### config.mk
export PLATFORM = sky130hd
export DESIGN_NAME = hmmd_ram
export DESIGN_NICKNAME = d
export VERILOG_FILES = /design/src/design/hmmd_ram.sv
export SDC_FILE = /design/constraint.sdc
export NUM_CORES = 2
export LEC_CHECK = 0
export BUFFER_PORTS_ARGS = -buffer_cell sky130_fd_sc_hd__buf_4
export CORE_UTILIZATION = 57
export CTS_BUF_LIST = sky130_fd_sc_hd__clkbuf_8 sky130_fd_sc_hd__clkbuf_16
export DETAILED_ROUTE_END_ITERATION = 8
export GPL_TIMING_DRIVEN = 0
export HOLD_SLACK_MARGIN = 0.02
export PLACE_DENSITY = 0.76
export SYNTH_ARGS = -nofsm -noshare
export SYNTH_HDL_FRONTEND = slang
export SYNTH_SLANG_ARGS = --single-unit
### constraint.sdc
create_clock -name i_clk -period 2.25 [get_ports i_clk]
set_input_delay 0.225 -clock i_clk [delete_from_list [all_inputs] [get_ports i_clk]]
set_output_delay 0.225 -clock i_clk [all_outputs]
set_load 0.05 [all_outputs]
### src/design/hmmd_ram.sv
// ----------------------------------------------------------------------------
// Generic single-port RAM
// One write and one read per cycle at the same address, with the read data registered.
// ----------------------------------------------------------------------------
module hmmd_ram #(
    parameter int WIDTH = 8,
    parameter int DEPTH = 256
) (
    input  logic                     i_clk,
    input  logic                     i_we,
    input  logic [$clog2(DEPTH)-1:0] i_addr,
    input  logic [WIDTH-1:0]         i_wdata,
    output logic [WIDTH-1:0]         o_rdata
);

    logic [WIDTH-1:0] r_mem [DEPTH];
    logic [WIDTH-1:0] r_rdata;

    always_ff @(posedge i_clk) begin
        if (i_we) begin
            r_mem[i_addr] <= i_wdata;
        end
        r_rdata <= r_mem[i_addr];
    end

    assign o_rdata = r_rdata;

endmodule

======== After elaboration in Yosys (flattened, before gate mapping) ========
Memories as Yosys holds them, arrays and structs flattened. A register that Yosys moved wholly into a read port is not among the register bits.
Cells that the tools add are included.
storage, ports and cells
  logic and storage cells ................. 3
  bits in latches ......................... 0
  ROM bits ................................ 0
  memories ................................ 1
  flip-flop bits (word level) ............. 0
  output and inout port bits .............. 8
  bits in writable memories ............... 2,048
  input port bits ......................... 18
cells by class
  bitwise logic cells ..................... 0
  order comparisons ....................... 0
  reductions and logical operators ........ 0
  shift-type cells ........................ 0
  $add $sub $neg .......................... 0
  equal/unequal tests ..................... 0
  multipliers ............................. 0
  mux-type cells .......................... 2
  div/mod/pow operators ................... 0
memories
  name   depth  bits a word  read ports  clocked after Yosys merged registers in  write ports  line  text
  r_mem  256    8            1           1                                        1            16    logic [WIDTH-1:0] r_mem [DEPTH];
operators by type and width
  operator  number
  $mux 1    2

======== Depth between registers and ports, before layout ========
  depth in word-level cells ............... 2
  gate-level depth with buffers ........... 10
  depth with buffers taken out ............ 5

======== Worst setup path after synthesis ========
Ideal clock, no wire load.
  path type ............................... in2reg
  start point ............................. input i_addr[1]
  end point ............................... memory r_mem[111][0] (enable)
  library setup time ...................... 0.370 ns
  arrival time ............................ 2.074 ns
  data required time ...................... 1.880 ns
  buffers on the path ..................... 5
  cell stages on the path ................. 9
  path slack .............................. -0.194 ns
  path through ............................ buf_2 -> clkbuf_1 -> clkbuf_1 -> nand2_1 -> buf_2 -> nor2_1 -> nand2_1 -> clkbuf_1 -> nor2_1
RTL lines
  what             line  text
  start, declared  11    input logic [$clog2(DEPTH)-1:0] i_addr,
  end, declared    16
No word-level cell before the write port.

==> flow_metrics.env <==
export IMPL_status="finished with violations"
export IMPL_violations="design-rule violations, negative setup slack"
export IMPL_htree_levels=4
export IMPL_initial_core_util_pct=57.7
export IMPL_skew_ns=0.0389
export IMPL_cp_top_family="buffers and inverters"
export IMPL_multi_input_area_um2=18000
export IMPL_avgSynthCellArea_um2=22.1
export IMPL_crit_path_max_incr_delay_ns=0.60
export IMPL_worst_ep_required_time_ns=2.79
export IMPL_p_switching_mw=17.3
export IMPL_vias=40300
export IMPL_slowest_stage="o41ai_4"
export IMPL_final_hold_viol_count=0
export IMPL_fillers=8073
export IMPL_synthArstFlopShare_pct=0
export IMPL_first_pass_iters=9
export IMPL_drive_above_1_share_pct=33.8
export IMPL_hold_path_startpoint="i_addr[7]"
export IMPL_die_area_um2=139000
export IMPL_slew_headroom_pct=4.64
export IMPL_dr_wl_met2_um=95100
export IMPL_cap_viol_max_count=0
export IMPL_slew_violations=0
export IMPL_drt_met1_wl_um=72400
export IMPL_setup_violations=751
export IMPL_cp_start_kind="primary input"
export IMPL_place_gp_congestion=0.987
export IMPL_p_per_area_nw_per_um2=864
export IMPL_fp_dieW_um=373
export IMPL_via_per_inst=7.02
export IMPL_synthAdderAreaFrac_pct=0
export IMPL_yosysUniqueCellTypes=22
export IMPL_finalCriticalPeriod_ns=2.72
export IMPL_syn_nets=3565
export IMPL_cp_arrival_ns=3.26
export IMPL_netlist_area_um2=78500
export IMPL_rsz0062_at_grt="true"
export IMPL_synth_ff_type="edfxtp_1"
export IMPL_crit_path_start="i_addr[1]"
export IMPL_worstSetupPathType="primary input to flip-flop"
export IMPL_nets=3820
export IMPL_syn2layout_area_growth_pct=15.0
export IMPL_clock_sinks=2056
export IMPL_timing_final_ws_setup_ns=-0.466
export IMPL_yosys_area_share_xor_xnor_pct=0
export IMPL_path_common_cell="buf_4"
export IMPL_clockBufferDepth=3
export IMPL_p_leak_nw=27.4
export IMPL_route_detailed_drc=8
export IMPL_swShare_pct=22.1
export IMPL_grt_pass1_vias=39800
export IMPL_wl_per_cell_um=35.9
export IMPL_cts_root_buf="clkbuf_16"
export IMPL_synth_top_family_by_area="multiplexers"
export IMPL_grt_usage_pct=29.7
export IMPL_synth_mux_area_share_pct=14.7
export IMPL_synth_seq_cells=2056
export IMPL_initialDrtViolationCount=6278
export IMPL_grt_max_degree=158
export IMPL_fmax_mhz=368
export IMPL_grt_pass1_wl_um=289000
export IMPL_yosysSeqAreaShare_pct=78.6
export IMPL_synth_edf_count=2048
export IMPL_hp_class="primary input to flip-flop"
export IMPL_worst_path_max_fanout=12
export IMPL_wl_met3_um=27800
export IMPL_clk_latency_ns=0.86
export IMPL_synth_compound_area_share_pct=3.62
export IMPL_portBuffers=21
export IMPL_final_seq_area_um2=61700
export IMPL_finalPower_mw=78.0
export IMPL_dp_hpwl_um=127000
export IMPL_fp_dieH_um=373
export IMPL_core_region_area_um2=136000
export IMPL_grt_ovfl_total=0
export IMPL_ant_nets=0
export IMPL_r2r_start="r_mem[155][2]"
export IMPL_syn_inst=3547
export IMPL_pwr_share_comb_pct=5.5
export IMPL_worstMarginPinSlew_ns=1.43
export IMPL_final_common_cell="edfxtp_1"
export IMPL_endpoint_kind="flip-flop"
export IMPL_p_clk_share_pct=40.4
export IMPL_routed_top_layer="met5"
export IMPL_pwr_share_seq_pct=54.1
export IMPL_clk_pin_slew_ns=0.06
export IMPL_yosys_warnings=0
export IMPL_yosys_area_share_simple_pct=1.73
export IMPL_routed_wl_um=206000
export IMPL_p_int_mw=60.8
export IMPL_cts_tree="yes"
export IMPL_worst_path_buf_inv=4
export IMPL_timing_final_crit_share_pct=121
export IMPL_cts_buffers=197
export IMPL_ir_worst_vdd_mv=1.07
export IMPL_antenna_found_initial=11
export IMPL_ios=26
export IMPL_regToRegSetupSlack_ns=-0.44
export IMPL_rows=135
export IMPL_path_cells="buf_2 -> buf_6 -> buf_4 -> buf_4 -> mux4_2 -> a22oi_2 -> a21oi_4 -> o41ai_4 -> nand4_1"
export IMPL_final_cell_mix="edfxtp_1, mux4_2, a22oi_1"
export IMPL_timing_hold_ws_ns=0.254
## kinds of logic after synthesis
family | Yosys count
buffers and inverters | 233
AO/OA/AOI/OAI | 416
AND/OR/NAND/NOR | 330
flip-flops | 2056
multiplexers | 512
## power by group through the flow
stage / combinational (mW) / sequential, mW / clock [mW]
floorplan: 1.89 / 43.1 / 0
global placement: 3.68 / 43.1 / 0
detailed placement: 3.84 / 43.1 / 0
CTS: 4.09 / 42.2 / 31.5
global route: 4.37 / 42.2 / 32.9
finish: 4.28 / 42.2 / 31.5
## layout make-up
class,instances,share of cell area (%)
clock buffers,198,5.49
diodes,3,0.00832
multi-input cells,1258,19.9
clock inverters,164,1.26
flip-flops and latches,2056,68.3
repair buffers,56,0.862
well taps,1781,2.47
inverters,1,0.00416
plain buffers,232,1.66
## metal layers
| metal | vias to the layer above | GRT usage [%] |
|---|---|---|
| met4 | 8 | 14.0 |
| met2 | 3184 | 44.4 |
| met3 | 541 | 9.02 |
| met5 | - | 0 |
| li1 | 15600 | - |
| met1 | 21000 | 40.3 |
## stage by stage
stage / utilization (%) / instances / area (um2) / worst slack [ns] / setup TNS, ns
floorplan: - / 3547 / 78700 / -0.125 / -97.76
global placement: 59.6 / 5349 / 81100 / -3.24 / -5985.06
detailed placement: 59.9 / 5362 / 81500 / -2.87 / -4108.49
CTS: 65.9 / 5740 / 89700 / -0.291 / -20.08
global route: 66.4 / 5746 / 90200 / -0.430 / -5.67
finish: 66.4 / 5749 / 90200 / -0.466 / -35.53
## synthesized netlist by cell type, types with 3 or more instances
| library cell | count | area [um2] |
|---|---|---|
| buf_2 | 36 | 180 |
| a22oi_1 | 256 | 1920 |
| and2_1 | 3 | 18.8 |
| nor3_1 | 30 | 150 |
| nand2_1 | 28 | 105 |
| nand4_1 | 8 | 50.1 |
| mux4_2 | 512 | 11500 |
| a21oi_1 | 128 | 641 |
| nor2b_1 | 7 | 43.8 |
| buf_6 | 16 | 180 |
| nand3_1 | 13 | 65.1 |
| nand2b_1 | 6 | 37.5 |
| dfxtp_1 | 8 | 160 |
| o41ai_1 | 32 | 280 |
| edfxtp_1 | 2048 | 61500 |
| nor2_1 | 232 | 871 |
| buf_4 | 16 | 120 |
| clkbuf_1 | 145 | 544 |
| buf_1 | 19 | 71.3 |
## final timing paths
kind                            cells after the start           end
worst min register to register                      5    o_rdata[0]
worst min-delay path                                4  r_mem[21][0]
worst max-delay path                                9    o_rdata[2]
worst max register to register                      5    o_rdata[2]
## state kept, by name (all words and copies together) (netlist names)
name     count
r_mem     2048
o_rdata      8
## worst reg2reg max path: stages (launching register included)
cell and delay [ns]:
edfxtp_1 0.37, mux4_2 0.51, a22oi_2 0.29, a21oi_4 0.14, o41ai_4 0.60, nand4_1 0.50
## timing repair
action                      CTS  global route
setup buffers                 8             3
hold buffers                  8             0
pin swaps                    38            28
setup endpoints to repair  2016          1387
gates resized for setup     493           150
hold endpoints to repair    699             0
gates cloned                  0             0
(Power assumes the default switching activity.)
