===== config.mk =====
export PLATFORM = sky130hd
export DESIGN_NAME = hmmd_decode
export DESIGN_NICKNAME = d
export VERILOG_FILES = /design/src/design/hmmd_pkg.sv /design/src/design/hmmd_decode.sv
export SDC_FILE = /design/constraint.sdc
export NUM_CORES = 1
export LEC_CHECK = 0
export ABC_AREA = 1
export BUFFER_PORTS_ARGS = -buffer_cell sky130_fd_sc_hd__buf_2
export CORE_MARGIN = 3
export CORE_UTILIZATION = 48
export DETAILED_ROUTE_END_ITERATION = 10
export PLACE_DENSITY = 0.91
export SYNTH_ARGS = -nofsm -noshare
export SYNTH_HDL_FRONTEND = slang
export SYNTH_SLANG_ARGS = --single-unit

===== constraint.sdc =====
create_clock -name vclk -period 2.03
set_input_delay 0.406 -clock vclk [all_inputs]
set_output_delay 0.406 -clock vclk [all_outputs]
set_load 0.005 [all_outputs]

===== src/design/hmmd_pkg.sv =====
// ----------------------------------------------------------------------------
// Memory map decoder package
// Target codes, read source codes, map constants, the decode record and the
// boot program image shared by the decoder, the top level and the checker.
// ----------------------------------------------------------------------------
package hmmd_pkg;

    typedef enum logic [2:0] {
        TGT_INTERNAL = 3'd0,
        TGT_CART     = 3'd1,
        TGT_VRAM     = 3'd2,
        TGT_OAM      = 3'd3,
        TGT_VREGS    = 3'd4,
        TGT_JOYPAD   = 3'd5,
        TGT_TIMER    = 3'd6
    } t_target;

    typedef enum logic [2:0] {
        RS_ZERO = 3'd0,
        RS_BOOT = 3'd1,
        RS_EXT  = 3'd2,
        RS_WORK = 3'd3,
        RS_ZP   = 3'd4,
        RS_IE   = 3'd5,
        RS_IF   = 3'd6
    } t_rsrc;

    localparam logic        FUNC_READ     = 1'b0;
    localparam logic        FUNC_WRITE    = 1'b1;
    localparam logic [15:0] WORK_END      = 16'hFE00;
    localparam logic [15:0] OAM_END       = 16'hFEA0;
    localparam logic [15:0] VREGS_BASE    = 16'hFF40;
    localparam logic [15:0] ZP_BASE       = 16'hFF80;
    localparam logic [15:0] JOYPAD_ADDR   = 16'hFF00;
    localparam logic [13:0] TIMER_BLOCK   = 14'h3FC1;
    localparam logic [15:0] IF_ADDR       = 16'hFF0F;
    localparam logic [15:0] IE_ADDR       = 16'hFFFF;
    localparam logic [15:0] BOOT_EXIT_PC  = 16'h0100;
    localparam logic [14:0] VRAM_OFS_MASK = 15'h1FFF;

    typedef struct packed {
        t_target     tgt;
        logic [14:0] off;
        logic        fwd_wr;
        t_rsrc       src;
        logic        we_ext;
        logic        we_work;
        logic        we_zp;
        logic        we_ie;
        logic        we_if;
        logic        leave_boot;
    } t_decode;

    localparam logic [7:0] BOOT_IMAGE [256] = '{
        8'h31, 8'hFE, 8'hFF, 8'hAF, 8'h21, 8'hFF, 8'h9F, 8'h32,
        8'hCB, 8'h7C, 8'h20, 8'hFB, 8'h21, 8'h26, 8'hFF, 8'h0E,
        8'h11, 8'h3E, 8'h80, 8'h32, 8'hE2, 8'h0C, 8'h3E, 8'hF3,
        8'hE2, 8'h32, 8'h3E, 8'h77, 8'h77, 8'h3E, 8'hFC, 8'hE0,
        8'h47, 8'h11, 8'h04, 8'h01, 8'h21, 8'h10, 8'h80, 8'h1A,
        8'hCD, 8'h95, 8'h00, 8'hCD, 8'h96, 8'h00, 8'h13, 8'h7B,
        8'hFE, 8'h34, 8'h20, 8'hF3, 8'h11, 8'hD8, 8'h00, 8'h06,
        8'h08, 8'h1A, 8'h13, 8'h22, 8'h23, 8'h05, 8'h20, 8'hF9,
        8'h3E, 8'h19, 8'hEA, 8'h10, 8'h99, 8'h21, 8'h2F, 8'h99,
        8'h0E, 8'h0C, 8'h3D, 8'h28, 8'h08, 8'h32, 8'h0D, 8'h20,
        8'hF9, 8'h2E, 8'h0F, 8'h18, 8'hF3, 8'h67, 8'h3E, 8'h64,
        8'h57, 8'hE0, 8'h42, 8'h3E, 8'h91, 8'hE0, 8'h40, 8'h04,
        8'h1E, 8'h02, 8'h0E, 8'h0C, 8'hF0, 8'h44, 8'hFE, 8'h90,
        8'h20, 8'hFA, 8'h0D, 8'h20, 8'hF7, 8'h1D, 8'h20, 8'hF2,
        8'h0E, 8'h13, 8'h24, 8'h7C, 8'h1E, 8'h83, 8'hFE, 8'h62,
        8'h28, 8'h06, 8'h1E, 8'hC1, 8'hFE, 8'h64, 8'h20, 8'h06,
        8'h7B, 8'hE2, 8'h0C, 8'h3E, 8'h87, 8'hF2, 8'hF0, 8'h42,
        8'h90, 8'hE0, 8'h42, 8'h15, 8'h20, 8'hD2, 8'h05, 8'h20,
        8'h4F, 8'h16, 8'h20, 8'h18, 8'hCB, 8'h4F, 8'h06, 8'h04,
        8'hC5, 8'hCB, 8'h11, 8'h17, 8'hC1, 8'hCB, 8'h11, 8'h17,
        8'h05, 8'h20, 8'hF5, 8'h22, 8'h23, 8'h22, 8'h23, 8'hC9,
        8'hCE, 8'hED, 8'h66, 8'h66, 8'hCC, 8'h0D, 8'h00, 8'h0B,
        8'h03, 8'h73, 8'h00, 8'h83, 8'h00, 8'h0C, 8'h00, 8'h0D,
        8'h00, 8'h08, 8'h11, 8'h1F, 8'h88, 8'h89, 8'h00, 8'h0E,
        8'hDC, 8'hCC, 8'h6E, 8'hE6, 8'hDD, 8'hDD, 8'hD9, 8'h99,
        8'hBB, 8'hBB, 8'h67, 8'h63, 8'h6E, 8'h0E, 8'hEC, 8'hCC,
        8'hDD, 8'hDC, 8'h99, 8'h9F, 8'hBB, 8'hB9, 8'h33, 8'h3E,
        8'h3C, 8'h42, 8'hB9, 8'hA5, 8'hB9, 8'hA5, 8'h42, 8'h4C,
        8'h21, 8'h04, 8'h01, 8'h11, 8'hA8, 8'h00, 8'h1A, 8'h13,
        8'hBE, 8'h20, 8'hFE, 8'h23, 8'h7D, 8'hFE, 8'h34, 8'h20,
        8'hF5, 8'h06, 8'h19, 8'h78, 8'h86, 8'h23, 8'h05, 8'h20,
        8'hFB, 8'h86, 8'h20, 8'hFE, 8'h3E, 8'h01, 8'hE0, 8'h50
    };

endpackage


===== src/design/hmmd_decode.sv =====
// ----------------------------------------------------------------------------
// Memory map address decoder
// Classifies one bus access against the memory map and yields the target,
// offset, internal read source and the write enables of the internal stores.
// ----------------------------------------------------------------------------
module hmmd_decode (
    input  logic             i_func,
    input  logic [15:0]      i_addr,
    input  logic [15:0]      i_cpu_pc,
    input  logic             i_overlay_on,
    output hmmd_pkg::t_decode o_dec
);
    import hmmd_pkg::*;

    t_target     tgt;
    logic [14:0] off;
    t_rsrc       src;
    logic        we_ext;
    logic        we_work;
    logic        we_zp;
    logic        we_ie;
    logic        we_if;
    logic        leave_boot;
    logic        wr;

    assign wr = (i_func == FUNC_WRITE);

    always_comb begin
        tgt        = TGT_INTERNAL;
        off        = '0;
        src        = RS_ZERO;
        we_ext     = 1'b0;
        we_work    = 1'b0;
        we_zp      = 1'b0;
        we_ie      = 1'b0;
        we_if      = 1'b0;
        leave_boot = 1'b0;
        if (!i_addr[15]) begin
            if (!wr) begin
                if (i_overlay_on && (i_addr[15:8] == 8'h00)) begin
                    src = RS_BOOT;
                end else begin
                    tgt        = TGT_CART;
                    off        = i_addr[14:0];
                    leave_boot = i_overlay_on && (i_addr[15:12] == 4'h0)
                                 && (i_cpu_pc == BOOT_EXIT_PC);
                end
            end
        end else if (i_addr[15:13] == 3'b100) begin
            tgt = TGT_VRAM;
            off = i_addr[14:0] & VRAM_OFS_MASK;
        end else if (i_addr[15:13] == 3'b101) begin
            we_ext = wr;
            src    = wr ? RS_ZERO : RS_EXT;
        end else if (i_addr < WORK_END) begin
            we_work = wr;
            src     = wr ? RS_ZERO : RS_WORK;
        end else if (i_addr[15:8] == 8'hFE) begin
            if (i_addr < OAM_END) begin
                tgt = TGT_OAM;
                off = {7'd0, i_addr[7:0]};
            end
        end else if (i_addr >= ZP_BASE) begin
            we_zp = wr;
            if (i_addr == IE_ADDR) begin
                we_ie = wr;
                src   = wr ? RS_ZERO : RS_IE;
            end else begin
                src   = wr ? RS_ZERO : RS_ZP;
            end
        end else if (i_addr >= VREGS_BASE) begin
            tgt = TGT_VREGS;
            off = {7'd0, i_addr[7:0]};
        end else if (i_addr == JOYPAD_ADDR) begin
            tgt = TGT_JOYPAD;
            off = {7'd0, i_addr[7:0]};
        end else if (i_addr[15:2] == TIMER_BLOCK) begin
            tgt = TGT_TIMER;
            off = {7'd0, i_addr[7:0]};
        end else if (i_addr == IF_ADDR) begin
            we_if = wr;
            src   = wr ? RS_ZERO : RS_IF;
        end
    end

    always_comb begin
        o_dec.tgt        = tgt;
        o_dec.off        = off;
        o_dec.fwd_wr     = wr && (tgt != TGT_INTERNAL);
        o_dec.src        = src;
        o_dec.we_ext     = we_ext;
        o_dec.we_work    = we_work;
        o_dec.we_zp      = we_zp;
        o_dec.we_ie      = we_ie;
        o_dec.we_if      = we_if;
        o_dec.leave_boot = leave_boot;
    end

endmodule


# Word level (Yosys, flattened, before mapping)
# Index checks and enable logic that the tools add are counted.
# totals
ff_bits	0
input_bits	34
output_inout_bits	28
# op_classes
n_lt_le_gt_ge	4
eq_ne	8
n_mux	75
reduce_logical	7
# op_table
op	count
2-to-1 mux 15 bit	7
2-to-1 mux 3 bit	23
equality test 16 bit, second input constant	3
2-to-1 mux 8 bit	5
2-to-1 mux 1 bit	37
greater-or-equal comparator 16 bit, second input constant	2
< comparator 16 bit, second input constant	2
equality test 16 x 9 -> 1 bit, second input constant	1
equality test 14 bit, second input constant	1
equality test 8 bit, second input constant	1
zero test 8 bit	1
equality test 3 bit, second input constant	2
2-to-1 mux 2 bit	3
logical AND 1 bit	4
zero test 4 bit	1
nonzero test 3 bit	1

# Longest topological paths before layout
# Gate-level depths: netlist (run 1).
# logic_depth
ltp_word	12
ltp_mapped	11

# Worst setup path before layout (run 1)
# Ideal clock, no wire load.
# synth_path
kind	input to output
startpoint	in i_addr[13]
endpoint	out o_dec[2] (netlist name)
arrival_ps	1259
path_slack_ps	365
path_stages	8
n_path_buf	2
path_cell_list	nand2_1 > inv_1 > nand2_4 > nor2_4 > buf_12 > nand2_4 > nor4_2 > buf_4
# synth_between
elab_chain_len	8
# synth_rtl
item	line	rtl
start: declaration	hmmd_decode.sv:8	input logic [15:0] i_addr,
parallel branches: the longest is 6 deep, another holds greater-or-equal comparator 16 bit	--	
2-to-1 mux 1 bit (*)	hmmd_decode.sv:49	end else if (i_addr[15:13] == 3'b100) begin
2-to-1 mux 1 bit (*)	hmmd_decode.sv:38	if (!i_addr[15]) begin
end: declaration	hmmd_decode.sv:11	output hmmd_pkg::t_decode o_dec
# Every way passes the cells marked *.

==> flow_summary_export.csv, run 1 <==
group,metric,value,unit
status,status,"finished with violations",
status,violations,"negative setup slack",
finish,clock_buffers,0,
detailed_routing,drc_errors,0,
finish,final_common_cell,"buf_2",
timing,clock.fmax,493,MHz
detailed_routing,drtPass1Iterations,4,
timing,tns,-0.000154,ns
place,numPortBuffers,62,
place,gp_congestion,0.883,
finish,post-route-util,0.793,
finish,seq_area,0,um2
critical_path,crit_family,"buffers and inverters",
synth,synthesis.area,903,um2
critical_path,cp_cell_sequence,"buf_4 > nand2_2 > inv_2 > nand2_2 > nor2_4 > buf_6 > nand2_4 > nor2_4 > inv_2 > buf_4 > nor3_2 > buf_2",
critical_path,crit_type,"primary input to output port",
timing,fin_ws,-0.000154,ns
grt,antenna_found_initial,0,
pwr,irDropWorstVdd,99.4,uV
critical_path,end_kind,"output port",
grt,gr-total-overflow,0,
detailed_routing,wl_per_cell,13.2,um
timing,finalSetupViolCount,1,
detailed_routing,wirelength,3.47,mm
detailed_routing,avgViaCountPerCell,5.43,
synth,synth_warnings,0,
critical_path,required,1.62,ns
synth,syn_area_per_cell,5.35,um2
finish,fin_cells,263,
finish,fin_area,0.00138,mm2
clock_tree,postCtsHoldBufs,0,
finish,n_antenna_cell,0,
critical_path,critical_path.max_fanout,6,
critical_path,cpMaxStageDelayCell,"nor2_4",
timing,relSlewSlack,0.732,
grt,busiest_layer,"met2",
floorplanning,die_w,49.4,um
grt,grt_max_degree,15,
timing,slew_viol_final,0,
pwr,p_total,196,uW
floorplanning,core_area,0.00175,mm2
floorplanning,num_rows,15,
detailed_routing,drtIter0Drc,44,
place,dp_hpwl,2.38,mm
finish,drive_gt1_frac,0.508,
pwr,powerDensity,142,mW/mm2
critical_path,startpoint_type,"primary input",
detailed_routing,num_vias,1429,
detailed_routing,ant_nets,0,
grt,grt_pass1_vias,1238,
timing,rsz0062_at_grt,"true",
floorplanning,dieArea,0.00244,mm2
timing,finalCritPeriodShare,1.00,
flow_run,maxCapViolCount,0,
critical_path,cp.arrival,1.62,ns
finish,area_growth,53.2,%
grt,grt_use_met3,0.0245,
grt,grtUsageTotal,0.240,
floorplanning,num_io_pins,62,
grt,grt_use_met2,0.458,
synth,synth_cell_types,30,
synth,yosysSeqAreaShare,0,
timing,holdWs,1.09,ns
timing,hold_viol,0,
critical_path,critPathMaxStageDelay,0.21,ns
grt,use_met1,0.284,
finish,fin_nets,274,
place,dp_cells,256,
finish,seq_cell_count,0,
floorplanning,die_h,49.4,um
timing,timing.final.crit_period,2.03,ns
synth,synth_cells,169,
min_path,hp-class,"primary input to output port",
grt,grt_pass1_wl,4.87,mm
timing,worst_pin_slew,0.402,ns
critical_path,worstPathBufferInverterCount,6,
synth,synthesis.nets,203,
floorplanning,start_util,0.518,
pwr,p_leak,0.853,nW
place,place_area,0.00124,mm2
place,pre_cts_ws,-0.0415,ns
finish,layout_common_cells,"buf_2, nand2_1, nor2_1",
[cell families after synthesis]
family                 share of synthesized area
and+or+nand+nor                            0.655
AOI/OAI and AO/OA                          0.112
buffers and inverters                      0.233
[final cells by class]
| cell class | instances | area [um2] |
|---|---|---|
| Multi-Input combinational cell | 127 | 728 |
| Timing Repair Buffer | 80 | 499 |
| Fill cell | 128 | 362 |
| Inverter | 31 | 125 |
| Tap cell | 25 | 31.3 |
[final timing paths]
| kind | startpoint | end | slack, ns | cells after the start |
|---|---|---|---|---|
| worst max-delay path | i_addr[8] | o_dec[1] | -0.0002 | 12 |
| worst min-delay path | i_addr[0] | o_dec[10] | 1.09 | 4 |
[timing repair]
action                                  in CTS  in global routing
pin swaps                                    1                  9
resized for setup                            0                 31
endpoints found under the setup margin       8                 11
setup buffers                                2                  5
hold endpoints to repair                     0                  0
[power by group]
group	leakage, nW	internal (mW)	switching [mW]	total (mW)
Clock	0	0	0	0
Sequential	0	0	0	0
Combinational	0.853	0.0871	0.109	0.196
Total	0.853	0.0871	0.109	0.196
[synthesized netlist by cell type (3+ instances only)]
library cell / number / area (um2)
nand2_1: 38 / 143
nor2_1: 24 / 90.1
inv_1: 21 / 78.8
nand3_1: 14 / 70.1
nand4_1: 9 / 56.3
inv_2: 8 / 30.0
buf_4: 6 / 45.0
nand2_2: 6 / 37.5
nor4_1: 5 / 31.3
o31ai_1: 5 / 37.5
a21oi_1: 4 / 20.0
nand2_4: 3 / 33.8
nand3_2: 3 / 30.0
nor2_4: 3 / 33.8
[metal layers]
metal / vias up / wire length, um / share of wire
li1: 690 / - / -
met4: 0 / 134 / 0.039
met1: 619 / 1300 / 0.37
met5: - / 0 / 0
met2: 100 / 1720 / 0.50
met3: 20 / 314 / 0.091
[tightest hold or removal path, stage by stage]
cell,delay [ns]
buf_2,0.10
nand2_1,0.05
inv_1,0.04
buf_2,0.10
Note: power is estimated with default switching activity, not from simulation.
==> run 2, diff against run 1 <==
--- a/config.mk
+++ b/config.mk
@@ -5,12 +5,12 @@
 export SDC_FILE = /design/constraint.sdc
 export NUM_CORES = 1
 export LEC_CHECK = 0
-export ABC_AREA = 1
 export BUFFER_PORTS_ARGS = -buffer_cell sky130_fd_sc_hd__buf_2
 export CORE_MARGIN = 3
-export CORE_UTILIZATION = 48
+export CORE_UTILIZATION = 38
 export DETAILED_ROUTE_END_ITERATION = 10
-export PLACE_DENSITY = 0.91
+export MAX_ROUTING_LAYER = met4
+export PLACE_DENSITY = 0.9
 export SYNTH_ARGS = -nofsm -noshare
 export SYNTH_HDL_FRONTEND = slang
 export SYNTH_SLANG_ARGS = --single-unit
==> constraint.sdc (replaced) <==
create_clock -name vclk -period 2.4
set_input_delay 0.48 -clock vclk [all_inputs]
set_output_delay 0.48 -clock vclk [all_outputs]
set_load 0.005 [all_outputs]
==> run 2 against run 1 <==
Cell area decreased by 42%. Highest routed layer unchanged. Die area shrank 23%. Synthesized area down 42%. Utilization fell by 13 points. Total power fell by 45%. The run now ends clean. Critical path depth fell by 6. Sequential share of layout area unchanged. Global-route usage down 1.7 points. Final cell count fell by 43%. Worst hold slack improved by 0.19 ns. Critical path type unchanged. Synthesized cell count shrank 51%.
==> flow_summary_export.csv, run 2 <==
group,metric,value,unit
status,status,"finished clean",
detailed_routing,wl_per_cell,14.6,um
finish,fin_cells,149,
synth,synth_xor_area_frac,0,
grt,grtUsageTotal,0.223,
synth,synth_warnings,0,
detailed_routing,ant_nets,0,
synth,synth_area_leaders,"a21boi_1, buf_4, nor2_1",
grt,grt_max_degree,12,
finish,seq_area,0,um2
pwr,p_leak,0.446,nW
synth,syn_area_per_cell,6.44,um2
floorplanning,dieArea,0.00187,mm2
synth,yosysTopAreaCellShare,0.0853,
finish,area_growth,50.7,%
timing,clock.fmax,428,MHz
timing,hold_viol,0,
synth,synth_top_family_by_area,"simple AND/OR/NAND/NOR gates",
place,numPortBuffers,62,
critical_path,startpoint_type,"primary input",
timing,timing.final.crit_period,2.34,ns
synth,synth-compound-area-share,0.315,
synth,yosys.area.top_type,"a21boi_1",
synth,synth_cells,82,
detailed_routing,drtPass1Iterations,4,
detailed_routing,drtIter0Drc,38,
detailed_routing,num_vias,845,
finish,post-route-util,0.663,
clock_tree,postCtsHoldBufs,0,
synth,synth_common_cells,"nor2_1, a21boi_1, buf_4",
place,gp_congestion,0.831,
finish,seq_cell_count,0,
synth,synthesis.nets,116,
synth,yosysSeqAreaShare,0,
min_path,hold_depth,3,
floorplanning,start_util,0.440,
timing,finalCritPeriodShare,0.974,
min_path,min_from,"i_addr[11]",
timing,relSlewSlack,0.737,
critical_path,crit_type,"primary input to output port",
floorplanning,core_area,0.00120,mm2
floorplanning,die_h,43.3,um
finish,final_common_cell,"buf_2",
synth,synthesis.area,528,um2
finish,fin_nets,171,
critical_path,end_kind,"output port",
synth,synth-simple-area-share,0.533,
detailed_routing,drc_errors,0,
floorplanning,num_io_pins,62,
grt,antenna_found_initial,0,
grt,gr-total-overflow,0,
grt,grt_pass1_vias,741,
synth,yosysMostFrequentCell,"nor2_1",
synth,synthMuxAreaShare,0,
finish,drive_gt1_frac,0.548,
floorplanning,num_rows,12,
critical_path,required,1.92,ns
clock_tree,post_cts_buffers,0,
detailed_routing,wirelength,2.18,mm
detailed_routing,avgViaCountPerCell,5.67,
finish,n_antenna_cell,0,
pwr,powerDensity,136,mW/mm2
floorplanning,die_w,43.3,um
timing,finalSetupViolCount,0,
timing,slew_viol_final,0,
critical_path,critical_path.max_fanout,8,
timing,rsz0062_at_grt,"false",
finish,layout_common_cells,"buf_2, nor2_1, a21boi_1",
pwr,irDropWorstVdd,79.8,uV
finish,clock_buffers,0,
grt,grt_pass1_wl,3.31,mm
synth,synth_cell_types,32,
synth,synthAdderAreaFrac,0,
timing,worst_pin_slew,0.394,ns
flow_run,maxCapViolCount,0,
place,dp_hpwl,1.84,mm
min_path,hold_end,"o_dec[21]",
min_path,hp-class,"primary input to output port",
timing,holdWs,1.28,ns
critical_path,cp.arrival,1.86,ns
place,dp_cells,149,
[run 2: cell count changes after synthesis, sizes merged, moves of 4 or more]
cell / previous run / this run
nor2b: 0 / 4
nand4: 9 / 3
nor2: 27 / 9
and2: 0 / 4
and3: 0 / 5
a21boi: 0 / 8
nand2: 47 / 5
nand3: 17 / 1
inv: 30 / 3
o31ai: 5 / 0
nor3: 5 / 1
[run 2: worst max path at each step]
stage,startpoint,end,slack (ns),depth (start not counted)
floorplan,i_addr[9],o_dec[16],0.41,5
global placement,i_addr[9],o_dec[13],0.06,6
detailed placement,i_addr[9],o_dec[16],-0.01,6
CTS,i_addr[5],o_dec[16],0.11,6
global route,i_addr[5],o_dec[16],0.006,6
finish,i_addr[5],o_dec[14],0.06,6
[run 2: worst max-delay path, cell delays in order]
cell	delay (ns)
buf_2	0.12
or3_1	0.38
a221oi_2	0.30
o211ai_2	0.22
a21boi_1	0.22
buf_2	0.14
[run 2: area by class of cell]
type                            instances  area [um2]
Fill cell                             104         405
Timing Repair Buffer                   63         318
Tap cell                               14        17.5
Inverter                                3        11.3
Multi-Input combinational cell         69         449
[run 2: through the flow]
step	cell area (um2)	worst slack [ns]	TNS, ns	power (mW)
4_1_cts	796	0.106	0	0.107
3_3_place_gp	795	0.0578	0	0.102
2_1_floorplan	528	0.415	0	0.0492
3_5_place_dp	795	-0.0116	-0.0217	0.106
5_1_grt	796	0.00624	0	0.118
6_report	796	0.0626	0	0.108
[run 2: cell families (layout without fill, tap and decap cells)]
kind of cell           after synthesis  after routing
and+or+nand+nor                     47             47
AOI/OAI and AO/OA                   22             22
buffers and inverters               13             66
[run 2: report_power, final]
group / switching (mW) / leakage (nW) / internal, mW
clock: 0 / 0 / 0
combinational: 0.0552 / 0.446 / 0.0530
sequential: 0 / 0 / 0
total: 0.0552 / 0.446 / 0.0530
[run 2: repair_timing]
item	CTS	global route
endpoints found under the hold margin	0	0
endpoints found under the setup margin	6	0
resized for setup	1	0
[run 2: per-layer routing]
| metal | wire, um | track usage |
|---|---|---|
| met2 | 1140 | 0.389 |
| met5 | 0 | - |
| met4 | 44 | 0.0602 |
| met3 | 197 | 0.0254 |
| met1 | 793 | 0.266 |
==> run 3, diff against run 2 <==
--- a/config.mk
+++ b/config.mk
@@ -11,6 +11,7 @@
 export DETAILED_ROUTE_END_ITERATION = 10
 export MAX_ROUTING_LAYER = met4
 export PLACE_DENSITY = 0.9
+export RECOVER_POWER = 25
 export SYNTH_ARGS = -nofsm -noshare
 export SYNTH_HDL_FRONTEND = slang
 export SYNTH_SLANG_ARGS = --single-unit
==> run 3 against run 2 <==
Total power down 0.62%. Highest routed layer unchanged. Routed wire length up 0.55%. Clock-buffer cell count unchanged. Utilization down 0.52 points. Cell area down 0.79%. Combinational power about the same. Worst setup slack better by 0.014 ns. Worst hold slack better by 0.0083 ns. Final cell count unchanged. Die area unchanged. Critical endpoint is now o_dec[16]. Global-route usage unchanged. Fmax up 0.61%. Largest cell class unchanged.
==> flow_summary_export.csv, run 3 (synthesis results as in run 2) <==
group,metric,value,unit
timing,slew_viol_final,0,
detailed_routing,dr_wl_met3,197,um
place,numPortBuffers,62,
clock_tree,postCtsHoldBufs,0,
detailed_routing,drtPass1Iterations,4,
pwr,p_comb_frac,1.000,
place,place_area,795,um2
detailed_routing,drc_errors,0,
detailed_routing,top_layer_used,"met4",
grt,grt_max_degree,12,
finish,multi_input_area,449,um2
grt,grt_pass1_vias,741,
grt,grtUsageTotal,0.223,
finish,drive_gt1_frac,0.511,
floorplanning,num_io_pins,62,
finish,n_antenna_cell,0,
clock_tree,cts.repair.resized,1,
floorplanning,die_w,43.3,um
timing,clock.fmax,430,MHz
critical_path,startpoint_type,"primary input",
min_path,hp-class,"primary input to output port",
floorplanning,dieArea,0.00187,mm2
critical_path,end_kind,"output port",
grt,gr-total-overflow,0,
timing,worst_pin_slew,0.399,ns
timing,rsz0062_at_grt,"false",
timing,hold_viol,0,
finish,seq_cell_count,0,
finish,final_common_cell,"buf_2",
detailed_routing,wl_per_cell,14.7,um
timing,relSlewSlack,0.733,
grt,grt_pass1_wl,3.31,mm
timing,fin_ws,0.0767,ns
finish,layout_common_cells,"buf_2, nor2_1, a21boi_1",
grt,antenna_found_initial,0,
detailed_routing,ant_nets,0,
flow_run,maxCapViolCount,0,
pwr,p_switching,55.6,uW
pwr,internal-power,51.9,uW
finish,area_growth,49.5,%
floorplanning,core_area,0.00120,mm2
finish,fin_area,790,um2
place,dp_hpwl,1.84,mm
floorplanning,die_h,43.3,um
critical_path,crit_type,"primary input to output port",
pwr,p_leak,0.427,nW
finish,clock_buffers,0,
pwr,p_clk_frac,0,
critical_path,required,1.92,ns
place,gp_congestion,0.831,
timing,timing.final.crit_period,2.32,ns
pwr,p_total,108,uW
pwr,swShare,0.517,
detailed_routing,drtIter0Drc,38,
finish,seq_area,0,um2
detailed_routing,wirelength,2.19,mm
critical_path,cp.arrival,1.84,ns
finish,post-route-util,0.657,
floorplanning,num_rows,12,
detailed_routing,avgViaCountPerCell,5.72,
finish,nFillCells,106,
timing,finalSetupViolCount,0,
pwr,irDropWorstVdd,78.6,uV
pwr,powerDensity,136,mW/mm2
floorplanning,start_util,0.440,
place,pre_cts_ws,-0.0116,ns
status,status,"finished clean",
detailed_routing,num_vias,852,
critical_path,critical_path.max_fanout,8,
timing,finalCritPeriodShare,0.968,
detailed_routing,route.met2.wl,1.15,mm
clock_tree,post_cts_buffers,0,
pwr,seqPwrFrac,0,
finish,fin_nets,171,
detailed_routing,wl_met1,800,um
-- run 3: routing by layer --
metal | up-vias | global-route usage
li1 | 408 | -
met1 | 390 | 0.266
met2 | 50 | 0.389
met3 | 4 | 0.0254
met4 | 0 | 0.0602
met5 | - | -
-- run 3: path summary, 6_finish.rpt --
path,end,cells past startpoint,from
setup / recovery,o_dec[16],6,i_addr[5]
hold / removal,o_dec[21],3,i_addr[11]
-- run 3: layout make-up --
cell class         instances  area share
multi-input cells         69       0.569
repair buffers            63       0.395
well taps                 14      0.0222
inverters                  3      0.0143
-- run 3: power by group through the flow --
stage	clock [mW]	combinational, mW	sequential (mW)
detailed placement	0	0.106	0
CTS	0	0.107	0
floorplan	0	0.0492	0
finish	0	0.108	0
global route	0	0.117	0
global placement	0	0.102	0
-- run 3: stage by stage --
stage               TNS (ns)  cells  hold WS [ns]
global placement           0    149          1.28
detailed placement   -0.0217    149          1.27
CTS                        0    149          1.28
finish                     0    149          1.29
floorplan                  0     82          1.03
global route               0    149          1.32
-- run 3: critical path: stages --
cell      delay [ns]
buf_2           0.12
or3_1           0.38
a221oi_2        0.30
o211ai_2        0.22
a21oi_1         0.21
buf_2           0.13
